## src/rtl/core/uds_session_security_server_assert.svh

```systemverilog
// Assertion macros shared by the session security server modules.
`ifndef UDS_SESSION_SECURITY_SERVER_ASSERT_SVH
`define UDS_SESSION_SECURITY_SERVER_ASSERT_SVH
`ifndef NO_ASSERTIONS
`define UDS_ASSERT_IMPL(label, clk, rst_n, prop, msg) \
    label: assert property (@(posedge clk) disable iff (!rst_n) prop) else $error(msg);
`define UDS_ASSERT_NEXT(label, clk, rst_n, ante, cons, msg) \
    label: assert property (@(posedge clk) disable iff (!rst_n) (ante) |=> (cons)) else $error(msg);
`else
`define UDS_ASSERT_IMPL(label, clk, rst_n, prop, msg)
`define UDS_ASSERT_NEXT(label, clk, rst_n, ante, cons, msg)
`endif
`endif

```

## src/rtl/core/uds_pkg.sv

```systemverilog
// Types, codes and constants of the session security server.
`default_nettype none
package uds_pkg;
    typedef struct packed {
        logic       kind;
        logic [7:0] req_len;
        logic [7:0] service_id;
        logic [7:0] sub_func;
        logic [7:0] pay0;
        logic [7:0] pay1;
        logic [7:0] pay2;
        logic [7:0] pay3;
        logic       clear_ok;
    } in_word_t;

    typedef struct packed {
        logic [2:0] resp_len;
        logic [7:0] resp0;
        logic [7:0] resp1;
        logic [7:0] resp2;
        logic [7:0] resp3;
        logic [7:0] resp4;
        logic [7:0] resp5;
        logic [1:0] action;
    } out_word_t;

    typedef enum logic [1:0] {
        CFG_S3_TIMEOUT = 2'd0,
        CFG_TICK_STEP  = 2'd1,
        CFG_MAX_ATT    = 2'd2,
        CFG_KEY_SECRET = 2'd3
    } cfg_idx_t;

    typedef enum logic [1:0] {
        ACT_NONE  = 2'd0,
        ACT_RESET = 2'd1,
        ACT_CLEAR = 2'd2,
        ACT_FWD   = 2'd3
    } action_t;

    // Controller to datapath commands.
    typedef struct packed {
        logic load;     // capture input word
        logic decide;   // evaluate the word, update state, form response
        logic lcg_step; // advance the generator by one step
    } dp_cmd_t;

    // Datapath to controller status.
    typedef struct packed {
        logic need_seed; // decided word draws a fresh seed
    } dp_stat_t;

    localparam logic [31:0] LCG_MUL     = 32'd1103515245;
    localparam logic [31:0] LCG_ADD     = 32'd12345;
    localparam logic [31:0] LCG_INIT    = 32'h12345678;
    localparam int          SEED_BYTES  = 4;
    localparam logic [7:0]  MAX_REQ_LEN = 8'd255;

    localparam logic [7:0] SID_SESSION = 8'h10;
    localparam logic [7:0] SID_RESET   = 8'h11;
    localparam logic [7:0] SID_CLEAR   = 8'h14;
    localparam logic [7:0] SID_RDID    = 8'h22;
    localparam logic [7:0] SID_SEC     = 8'h27;
    localparam logic [7:0] SID_TESTER  = 8'h3E;
    localparam logic [7:0] NEG_RESP    = 8'h7F;

    localparam logic [7:0] NRC_SNS  = 8'h11;
    localparam logic [7:0] NRC_SFNS = 8'h12;
    localparam logic [7:0] NRC_LEN  = 8'h13;
    localparam logic [7:0] NRC_ROOR = 8'h31;
    localparam logic [7:0] NRC_KEY  = 8'h35;
    localparam logic [7:0] NRC_ATT  = 8'h36;
endpackage
`default_nettype wire

```

## src/rtl/core/uds_ctrl.sv

```systemverilog
// Controller sequencing load, decision, seed generation and output.
`default_nettype none
`include "uds_session_security_server_assert.svh"
module uds_ctrl (
    input  wire logic              clk,
    input  wire logic              rst_n,
    input  wire logic              in_valid,
    output logic                   in_stall,
    output logic                   out_valid,
    input  wire logic              out_stall,
    output uds_pkg::dp_cmd_t       cmd,
    input  wire uds_pkg::dp_stat_t stat
);
    typedef enum logic [2:0] {ST_IDLE, ST_DECIDE, ST_SEED, ST_OUT} state_t;

    state_t     state_reg, state_next;
    logic [1:0] cnt_reg, cnt_next;
    logic       out_valid_reg, out_valid_next;

    always_comb
    begin
        state_next     = state_reg;
        cnt_next       = cnt_reg;
        out_valid_next = out_valid_reg;
        cmd            = '0;
        in_stall       = (state_reg != ST_IDLE);
        unique case (state_reg)
            ST_IDLE:
            begin
                if (in_valid)
                begin
                    cmd.load   = 1'b1;
                    state_next = ST_DECIDE;
                end
            end
            ST_DECIDE:
            begin
                cmd.decide = 1'b1;
                cnt_next   = '0;
                if (stat.need_seed)
                    state_next = ST_SEED;
                else
                begin
                    state_next     = ST_OUT;
                    out_valid_next = 1'b1;
                end
            end
            ST_SEED:
            begin
                // One generator step per seed byte, first byte first.
                cmd.lcg_step = 1'b1;
                cnt_next     = cnt_reg + 2'd1;
                if (cnt_reg == 2'(uds_pkg::SEED_BYTES - 1))
                begin
                    state_next     = ST_OUT;
                    out_valid_next = 1'b1;
                end
            end
            ST_OUT:
            begin
                if (!out_stall)
                begin
                    out_valid_next = 1'b0;
                    state_next     = ST_IDLE;
                end
            end
            default: state_next = ST_IDLE;
        endcase
    end

    always_ff @(posedge clk or negedge rst_n)
    begin
        if (!rst_n)
        begin
            state_reg     <= ST_IDLE;
            cnt_reg       <= '0;
            out_valid_reg <= 1'b0;
        end
        else
        begin
            state_reg     <= state_next;
            cnt_reg       <= cnt_next;
            out_valid_reg <= out_valid_next;
        end
    end

    assign out_valid = out_valid_reg;

    `UDS_ASSERT_IMPL(a_valid_in_out, clk, rst_n, out_valid_reg == (state_reg == ST_OUT), "out_valid mismatch")
    `UDS_ASSERT_NEXT(a_load_decide, clk, rst_n, cmd.load, state_reg == ST_DECIDE, "load not followed by decide")
    `UDS_ASSERT_IMPL(a_no_load_busy, clk, rst_n, !(cmd.load && out_valid_reg), "load while result pending")
endmodule
`default_nettype wire

```

## src/rtl/core/uds_dpath.sv

```systemverilog
// Datapath: session state, security state, seed generator and response forming.
`default_nettype none
`include "uds_session_security_server_assert.svh"
module uds_dpath (
    input  wire logic               clk,
    input  wire logic               rst_n,
    input  wire uds_pkg::in_word_t  in_word,
    input  wire uds_pkg::dp_cmd_t   cmd,
    output uds_pkg::dp_stat_t       stat,
    output uds_pkg::out_word_t      out_word,
    input  wire logic               cfg_we,
    input  wire logic [1:0]         cfg_index,
    input  wire logic [31:0]        cfg_data
);
    logic [15:0] s3_reg;
    logic [7:0]  step_reg;
    logic [3:0]  maxatt_reg;
    logic [31:0] secret_reg;

    uds_pkg::in_word_t  req_reg;
    uds_pkg::out_word_t resp_reg, resp_next;
    logic        ext_reg, ext_next;
    logic [15:0] timer_reg, timer_next;
    logic        unl_reg, unl_next;
    logic        sv_reg, sv_next;
    logic [31:0] seed_reg;
    logic [3:0]  fail_reg, fail_next;
    logic [31:0] lcg_reg, lcg_next;
    logic        seed_gen;
    logic [16:0] sum;
    logic [31:0] got;
    logic [3:0]  fail_inc;

    always_ff @(posedge clk or negedge rst_n)
    begin
        if (!rst_n)
        begin
            s3_reg     <= 16'd5000;
            step_reg   <= 8'd10;
            maxatt_reg <= 4'd3;
            secret_reg <= 32'd1520778435;
        end
        else if (cfg_we)
        begin
            unique case (uds_pkg::cfg_idx_t'(cfg_index))
                uds_pkg::CFG_S3_TIMEOUT: s3_reg     <= cfg_data[15:0];
                uds_pkg::CFG_TICK_STEP:  step_reg   <= cfg_data[7:0];
                uds_pkg::CFG_MAX_ATT:    maxatt_reg <= cfg_data[3:0];
                uds_pkg::CFG_KEY_SECRET: secret_reg <= cfg_data;
            endcase
        end
    end

    function automatic uds_pkg::out_word_t nrc(input logic [7:0] sid, input logic [7:0] code);
        uds_pkg::out_word_t r;
        r       = '0;
        r.resp_len = 3'd3;
        r.resp0 = uds_pkg::NEG_RESP;
        r.resp1 = sid;
        r.resp2 = code;
        return r;
    endfunction

    function automatic uds_pkg::out_word_t pos(input logic [2:0] n, input logic [7:0] b0,
                                               input logic [7:0] b1);
        uds_pkg::out_word_t r;
        r          = '0;
        r.resp_len = n;
        r.resp0    = b0;
        r.resp1    = b1;
        return r;
    endfunction

    assign sum      = {1'b0, timer_reg} + {9'd0, step_reg};
    assign got      = {req_reg.pay0, req_reg.pay1, req_reg.pay2, req_reg.pay3};
    assign fail_inc = (fail_reg < 4'd15) ? fail_reg + 4'd1 : fail_reg;
    assign lcg_next = lcg_reg * uds_pkg::LCG_MUL + uds_pkg::LCG_ADD;

    always_comb
    begin
        ext_next   = ext_reg;
        timer_next = timer_reg;
        unl_next   = unl_reg;
        sv_next    = sv_reg;
        fail_next  = fail_reg;
        resp_next  = '0;
        seed_gen   = 1'b0;
        if (req_reg.kind)
        begin
            if (ext_reg)
            begin
                if (sum >= {1'b0, s3_reg})
                begin
                    ext_next   = 1'b0;
                    timer_next = '0;
                    unl_next   = 1'b0;
                    sv_next    = 1'b0;
                end
                else
                    timer_next = sum[15:0];
            end
        end
        else if (req_reg.req_len != 8'd0 && req_reg.req_len <= uds_pkg::MAX_REQ_LEN)
        begin
            timer_next = '0;
            unique case (req_reg.service_id)
                uds_pkg::SID_SESSION:
                    if (req_reg.req_len < 8'd2)
                        resp_next = nrc(req_reg.service_id, uds_pkg::NRC_LEN);
                    else if (req_reg.sub_func == 8'h01)
                    begin
                        ext_next  = 1'b0;
                        unl_next  = 1'b0;
                        sv_next   = 1'b0;
                        resp_next = pos(3'd2, 8'h50, req_reg.sub_func);
                    end
                    else if (req_reg.sub_func == 8'h03)
                    begin
                        ext_next  = 1'b1;
                        resp_next = pos(3'd2, 8'h50, req_reg.sub_func);
                    end
                    else
                        resp_next = nrc(req_reg.service_id, uds_pkg::NRC_ROOR);
                uds_pkg::SID_RESET:
                    if (req_reg.req_len < 8'd2)
                        resp_next = nrc(req_reg.service_id, uds_pkg::NRC_LEN);
                    else if (req_reg.sub_func == 8'h01 || req_reg.sub_func == 8'h03)
                    begin
                        resp_next        = pos(3'd2, 8'h51, req_reg.sub_func);
                        resp_next.action = uds_pkg::ACT_RESET;
                    end
                    else
                        resp_next = nrc(req_reg.service_id, uds_pkg::NRC_SFNS);
                uds_pkg::SID_CLEAR:
                    if (req_reg.req_len < 8'd4)
                        resp_next = nrc(req_reg.service_id, uds_pkg::NRC_LEN);
                    else
                    begin
                        if (req_reg.clear_ok)
                            resp_next = pos(3'd1, 8'h54, 8'h00);
                        else
                            resp_next = nrc(req_reg.service_id, uds_pkg::NRC_ROOR);
                        resp_next.action = uds_pkg::ACT_CLEAR;
                    end
                uds_pkg::SID_RDID:
                    if (req_reg.req_len < 8'd3)
                        resp_next = nrc(req_reg.service_id, uds_pkg::NRC_LEN);
                    else
                        resp_next.action = uds_pkg::ACT_FWD;
                uds_pkg::SID_SEC:
                    if (req_reg.req_len < 8'd2)
                        resp_next = nrc(uds_pkg::SID_SEC, uds_pkg::NRC_LEN);
                    else if (!ext_reg)
                        resp_next = nrc(uds_pkg::SID_SEC, uds_pkg::NRC_SNS);
                    else if (req_reg.sub_func == 8'h01)
                    begin
                        if (unl_reg)
                            resp_next = pos(3'd6, 8'h67, 8'h01);
                        else if (fail_reg >= maxatt_reg)
                            resp_next = nrc(uds_pkg::SID_SEC, uds_pkg::NRC_ATT);
                        else
                        begin
                            // Seed bytes are filled in by the generator steps.
                            seed_gen  = 1'b1;
                            sv_next   = 1'b1;
                            resp_next = pos(3'd6, 8'h67, 8'h01);
                        end
                    end
                    else if (req_reg.sub_func == 8'h02)
                    begin
                        if (!sv_reg)
                            resp_next = nrc(uds_pkg::SID_SEC, uds_pkg::NRC_ROOR);
                        else if (req_reg.req_len < 8'd6)
                            resp_next = nrc(uds_pkg::SID_SEC, uds_pkg::NRC_LEN);
                        else
                        begin
                            sv_next = 1'b0;
                            if (got == (seed_reg ^ secret_reg))
                            begin
                                unl_next  = 1'b1;
                                fail_next = '0;
                                resp_next = pos(3'd2, 8'h67, 8'h02);
                            end
                            else
                            begin
                                fail_next = fail_inc;
                                resp_next = nrc(uds_pkg::SID_SEC,
                                    (fail_inc >= maxatt_reg) ? uds_pkg::NRC_ATT
                                                             : uds_pkg::NRC_KEY);
                            end
                        end
                    end
                    else
                        resp_next = nrc(uds_pkg::SID_SEC, uds_pkg::NRC_SFNS);
                uds_pkg::SID_TESTER:
                    if (req_reg.req_len < 8'd2)
                        resp_next = nrc(req_reg.service_id, uds_pkg::NRC_LEN);
                    else if (!req_reg.sub_func[7])
                        resp_next = pos(3'd2, 8'h7E, {1'b0, req_reg.sub_func[6:0]});
                default:
                    resp_next = nrc(req_reg.service_id, uds_pkg::NRC_SNS);
            endcase
        end
    end

    assign stat.need_seed = seed_gen;

    always_ff @(posedge clk)
    begin
        if (cmd.load)
            req_reg <= in_word;
    end

    always_ff @(posedge clk or negedge rst_n)
    begin
        if (!rst_n)
        begin
            ext_reg   <= 1'b0;
            timer_reg <= '0;
            unl_reg   <= 1'b0;
            sv_reg    <= 1'b0;
            seed_reg  <= '0;
            fail_reg  <= '0;
            lcg_reg   <= uds_pkg::LCG_INIT;
            resp_reg  <= '0;
        end
        else if (cmd.decide)
        begin
            ext_reg   <= ext_next;
            timer_reg <= timer_next;
            unl_reg   <= unl_next;
            sv_reg    <= sv_next;
            fail_reg  <= fail_next;
            resp_reg  <= resp_next;
        end
        else if (cmd.lcg_step)
        begin
            // Seed bytes shift in from the low end; the response shifts alike.
            lcg_reg        <= lcg_next;
            seed_reg       <= {seed_reg[23:0], lcg_next[23:16]};
            resp_reg.resp2 <= resp_reg.resp3;
            resp_reg.resp3 <= resp_reg.resp4;
            resp_reg.resp4 <= resp_reg.resp5;
            resp_reg.resp5 <= lcg_next[23:16];
        end
    end

    assign out_word = resp_reg;

    `UDS_ASSERT_IMPL(a_timer_default, clk, rst_n, !ext_reg |-> timer_reg == '0, "timer runs in default session")
    `UDS_ASSERT_IMPL(a_unl_ext, clk, rst_n, unl_reg |-> ext_reg, "unlocked outside extended session")
    `UDS_ASSERT_IMPL(a_exclusive, clk, rst_n, !(cmd.decide && cmd.lcg_step), "decide and seed step together")
endmodule
`default_nettype wire

```

## src/rtl/core/uds_session_security_server.sv

```systemverilog
// Top level of the diagnostic session and security access server.
// A word is taken when in_valid is high and in_stall low; the block then works
// on it alone. The accepted word is loaded, decided in the decide state and
// presented in the output state; a seed request first passes through the seed
// state, where the controller steps the LCG multiplier once per seed byte. The
// next word is taken the cycle after the result leaves. Configuration writes
// are accepted in any cycle.
`default_nettype none
module uds_session_security_server (
    input  wire logic               clk,
    input  wire logic               rst_n,
    input  wire logic               in_valid,
    output logic                    in_stall,
    input  wire uds_pkg::in_word_t  in_data,
    output logic                    out_valid,
    input  wire logic               out_stall,
    output uds_pkg::out_word_t      out_data,
    input  wire logic               cfg_valid,
    output logic                    cfg_ready,
    input  wire logic [1:0]         cfg_index,
    input  wire logic [31:0]        cfg_data
);
    uds_pkg::dp_cmd_t  cmd;
    uds_pkg::dp_stat_t stat;

    assign cfg_ready = 1'b1;

    uds_ctrl u_ctrl (
        .clk       (clk),
        .rst_n     (rst_n),
        .in_valid  (in_valid),
        .in_stall  (in_stall),
        .out_valid (out_valid),
        .out_stall (out_stall),
        .cmd       (cmd),
        .stat      (stat)
    );

    uds_dpath u_dpath (
        .clk       (clk),
        .rst_n     (rst_n),
        .in_word   (in_data),
        .cmd       (cmd),
        .stat      (stat),
        .out_word  (out_data),
        .cfg_we    (cfg_valid & cfg_ready),
        .cfg_index (cfg_index),
        .cfg_data  (cfg_data)
    );
endmodule
`default_nettype wire

```

## config.mk

```make
export PLATFORM = sky130hd
export DESIGN_NAME = uds_session_security_server
export DESIGN_NICKNAME = d
export VERILOG_FILES = /design/src/rtl/core/uds_pkg.sv /design/src/rtl/core/uds_ctrl.sv /design/src/rtl/core/uds_dpath.sv /design/src/rtl/core/uds_session_security_server.sv
export VERILOG_INCLUDE_DIRS = /design/src /design/src/rtl/core
export SDC_FILE = /design/constraint.sdc
export NUM_CORES = 1
export LEC_CHECK = 0
export BUFFER_PORTS_ARGS = -buffer_cell sky130_fd_sc_hd__buf_2
export CAP_MARGIN = 20
export CORE_MARGIN = 10
export CORE_UTILIZATION = 35
export CTS_CLUSTER_DIAMETER = 50
export DETAILED_ROUTE_END_ITERATION = 16
export PLACE_DENSITY = 0.6
export SLEW_MARGIN = 20
export SYNTH_ARGS = -nofsm -noshare
export SYNTH_HDL_FRONTEND = slang
export SYNTH_SLANG_ARGS = --single-unit
```

## constraint.sdc

```tcl
create_clock -name clk -period 12.85 [get_ports clk]
set_clock_uncertainty 0.2 [all_clocks]
set_input_delay 1.285 -clock clk [delete_from_list [all_inputs] [get_ports clk]]
set_output_delay 1.285 -clock clk [all_outputs]
set_load 0.1 [all_outputs]
```

==> flow_summary.toml <==
[placed_design]
portBuffers = 150
post-dp-hpwl_mm = 34.6
gp_congestion = 0.923

[floorplan]
row_count = 80
initial_core_util_pct = 35.6
core_area_sq_mm = 0.0480
die_w_um = 241
num_io_pins = 153
die-area_sq_mm = 0.0581
die_h_um = 241

[clocking]
cts_buffer_depth = 3
cts-root-buf = "clkbuf_16"
clk_pin_slew_worst_paths_ps = 50
clock_sinks = 248
cts.repair.resized = 0
numCtsBuffers = 35
htree_num_levels = 2
hold_buffers = 0
clk_latency_ps = 520
cts_setup_buffers = 0
cts_tree = "done"

[logic_synthesis]
synth_top_area_share_pct = 22.5
ys_ff_latch = 248
async_reset_ff_share_pct = 76.6
yosys_warnings = 0
synth_edf_count = 58
ys_top_cells_by_area = "dfrtp_1 23%, ha_1 13%, fa_1 12%, edfxtp_1 10%, inv_1 6.2%"
syn_area_sq_mm = 0.0171
syn_inst = 1556
synth_ff_type = "dfrtp_1"
synthDistinctLibCells = 75
syn_avg_cell_area_sq_um = 11.0
yosysTopAreaCell = "dfrtp_1"
synth.net_count = 1932
ys_seq_area_share_pct = 38.2

[flow_run]
maxCapViolCount = 0

[sta]
slew_headroom_pct = 36.4
final-hold-violation-count = 0
worstMarginPinSlew_ps = 954
fin_crit_sh_pct = 55.6
rsz0062_at_grt = "false"
slew_violations = 0
setup_tns_ps = 0
period_needed_ps = 7150
fmax_mhz = 140
setup_viol = 0

[global_routing]
grt_pass1_wl_mm = 70.2
grt.total_usage_pct = 15.3
grt_max_degree = 76
antenna_found_initial = 1
grt_pass1_vias = 12500
overflow = 0

[detailed_routing]
first_iter_violations = 699
vias = 11600
dr.pass1.iters = 5
post-route-drc-count = 0
wl_per_cell_um = 18.5
antenna_left = 0
vias_per_cell = 4.93
routed_wl_mm = 43.8

[worst_hold_path]
holdCritPathClass = "flip-flop to flip-flop"

[finish]
nNetsFinal = 2096
drive_gt1_share_pct = 20.2
n_antenna_cell = 0
fillers = 4585
syn_to_final_growth_pct = 15.6
largest_reg_flops = 51
final_util_pct = 41.2

[critical_path]
start_kind = "flip-flop"
critical_path_required_ps = 13060
max_stage_delay_ps = 580
cp_max_fo = 6
crit_family = "adder cells"
worstPathCellList = "ha_1 > fa_1 > inv_1 > fa_1 > fa_1 > inv_1 > ha_1 > inv_1 > fa_1 > inv_1 > fa_1 > inv_1 > fa_1 > inv_1 > ha_1 > a21oi_1 > o21ai_0 > a2111oi_0 > or2_1 > o21ai_1 > a21oi_1 > xnor2_1 > mux2_2"
crit_type = "flip-flop to flip-flop"
crit_arrival_ps = 7360
end_kind = "flip-flop"
crit_buf_inv = 6
crit_path_top_delay_cell = "a2111oi_0"

[run_status]
status = "finished clean"
-- stage by stage --
step / area [sq um] / instances / setup WS, ps / hold slack [ps]
after detailed placement: 18600 / 2298 / 5720 / 270
after global placement: 18600 / 2298 / 5770 / 266
after CTS: 19800 / 2361 / 5710 / 283
after floorplan: 17100 / 1556 / 6230 / 255
final: 19800 / 2361 / 5700 / 280
after global routing: 19800 / 2361 / 5280 / 307
-- cell families (layout without fill, tap and decap cells) --
kind of cell / Yosys count / count (layout) / synth area share (%)
simple gates: 280 / 280 / 7.93
xor+xnor: 99 / 99 / 7.00
fa+ha+maj: 279 / 279 / 24.9
buf+inv: 320 / 510 / 7.09
other cells: 2 / 2 / 0.0439
flops: 248 / 248 / 38.2
compound gates: 246 / 246 / 9.47
mux: 82 / 82 / 5.37
-- path summary, 6_finish.rpt --
check	startpoint	to	slack, ps	cells past startpoint
setup / recovery	u_dpath.lcg_reg[7]	u_dpath.seed_reg[4]	5700	23
hold / removal	u_dpath.out_word[44]	u_dpath.out_word[44]	280	1
setup reg to reg	u_dpath.lcg_reg[7]	u_dpath.seed_reg[4]	5700	23
hold reg to reg	u_dpath.out_word[44]	u_dpath.out_word[44]	280	1
max in group asynchronous	rst_n	u_dpath.step_reg[5]	10390	2
min in group asynchronous	rst_n	u_dpath.out_word[44]	560	1
-- cell usage after synthesis, types with 22 or more instances --
cell	number
a21oi_1	51
clkbuf_1	30
dfrtp_1	154
dfstp_2	36
edfxtp_1	58
fa_1	102
ha_1	177
inv_1	282
mux2_2	79
nand2_1	111
nand3_1	22
nor2_1	53
o21ai_0	61
xnor2_1	64
xnor3_1	24
-- layer usage --
metal / vias up / part of all wire, % / GRT usage [%]
met2: 308 / 46 / 24.4
met5: - / 0.016 / 0
met3: 59 / 6.2 / 3.21
li1: 5546 / - / -
met1: 5723 / 46 / 20.8
met4: 2 / 2.0 / 4.04
-- layout make-up --
class | instances | area, sq um | share of cell area [%]
clock inverters | 18 | 191 | 0.968
repair buffers | 163 | 857 | 4.33
well taps | 615 | 769 | 3.89
inverters | 284 | 1070 | 5.39
multi-input cells | 988 | 9370 | 47.4
flip-flops and latches | 248 | 6540 | 33.1
clock buffers | 45 | 987 | 4.99
-- placed cells by master (no fill, tap or decap), types with 6 or more instances in the layout --
| cell type | count |
|---|---|
| nor2_1 | 53 |
| xnor2_1 | 64 |
| a31oi_1 | 10 |
| clkbuf_1 | 6 |
| edfxtp_1 | 58 |
| nor3_1 | 12 |
| o21ai_1 | 11 |
| fa_1 | 102 |
| buf_4 | 13 |
| buf_2 | 149 |
| xnor3_1 | 24 |
| o211ai_1 | 9 |
| a22o_1 | 20 |
| nand2_1 | 111 |
| ha_1 | 176 |
| o21a_1 | 6 |
| or2_2 | 6 |
| a21oi_1 | 51 |
| nand2b_1 | 12 |
| a21o_1 | 15 |
| o21ai_0 | 61 |
| dfrtp_1 | 154 |
| inv_1 | 282 |
| nor2b_1 | 15 |
| mux2_2 | 79 |
| xor2_1 | 11 |
| nand4_1 | 13 |
| nor4_1 | 7 |
| a31o_2 | 6 |
| clkbuf_16 | 38 |
| dfstp_2 | 36 |
| nand3_1 | 22 |
Power is left out: the tool's default activity adds up to more than one toggle a clock period on the data nets, which glitch-free logic cannot reach.
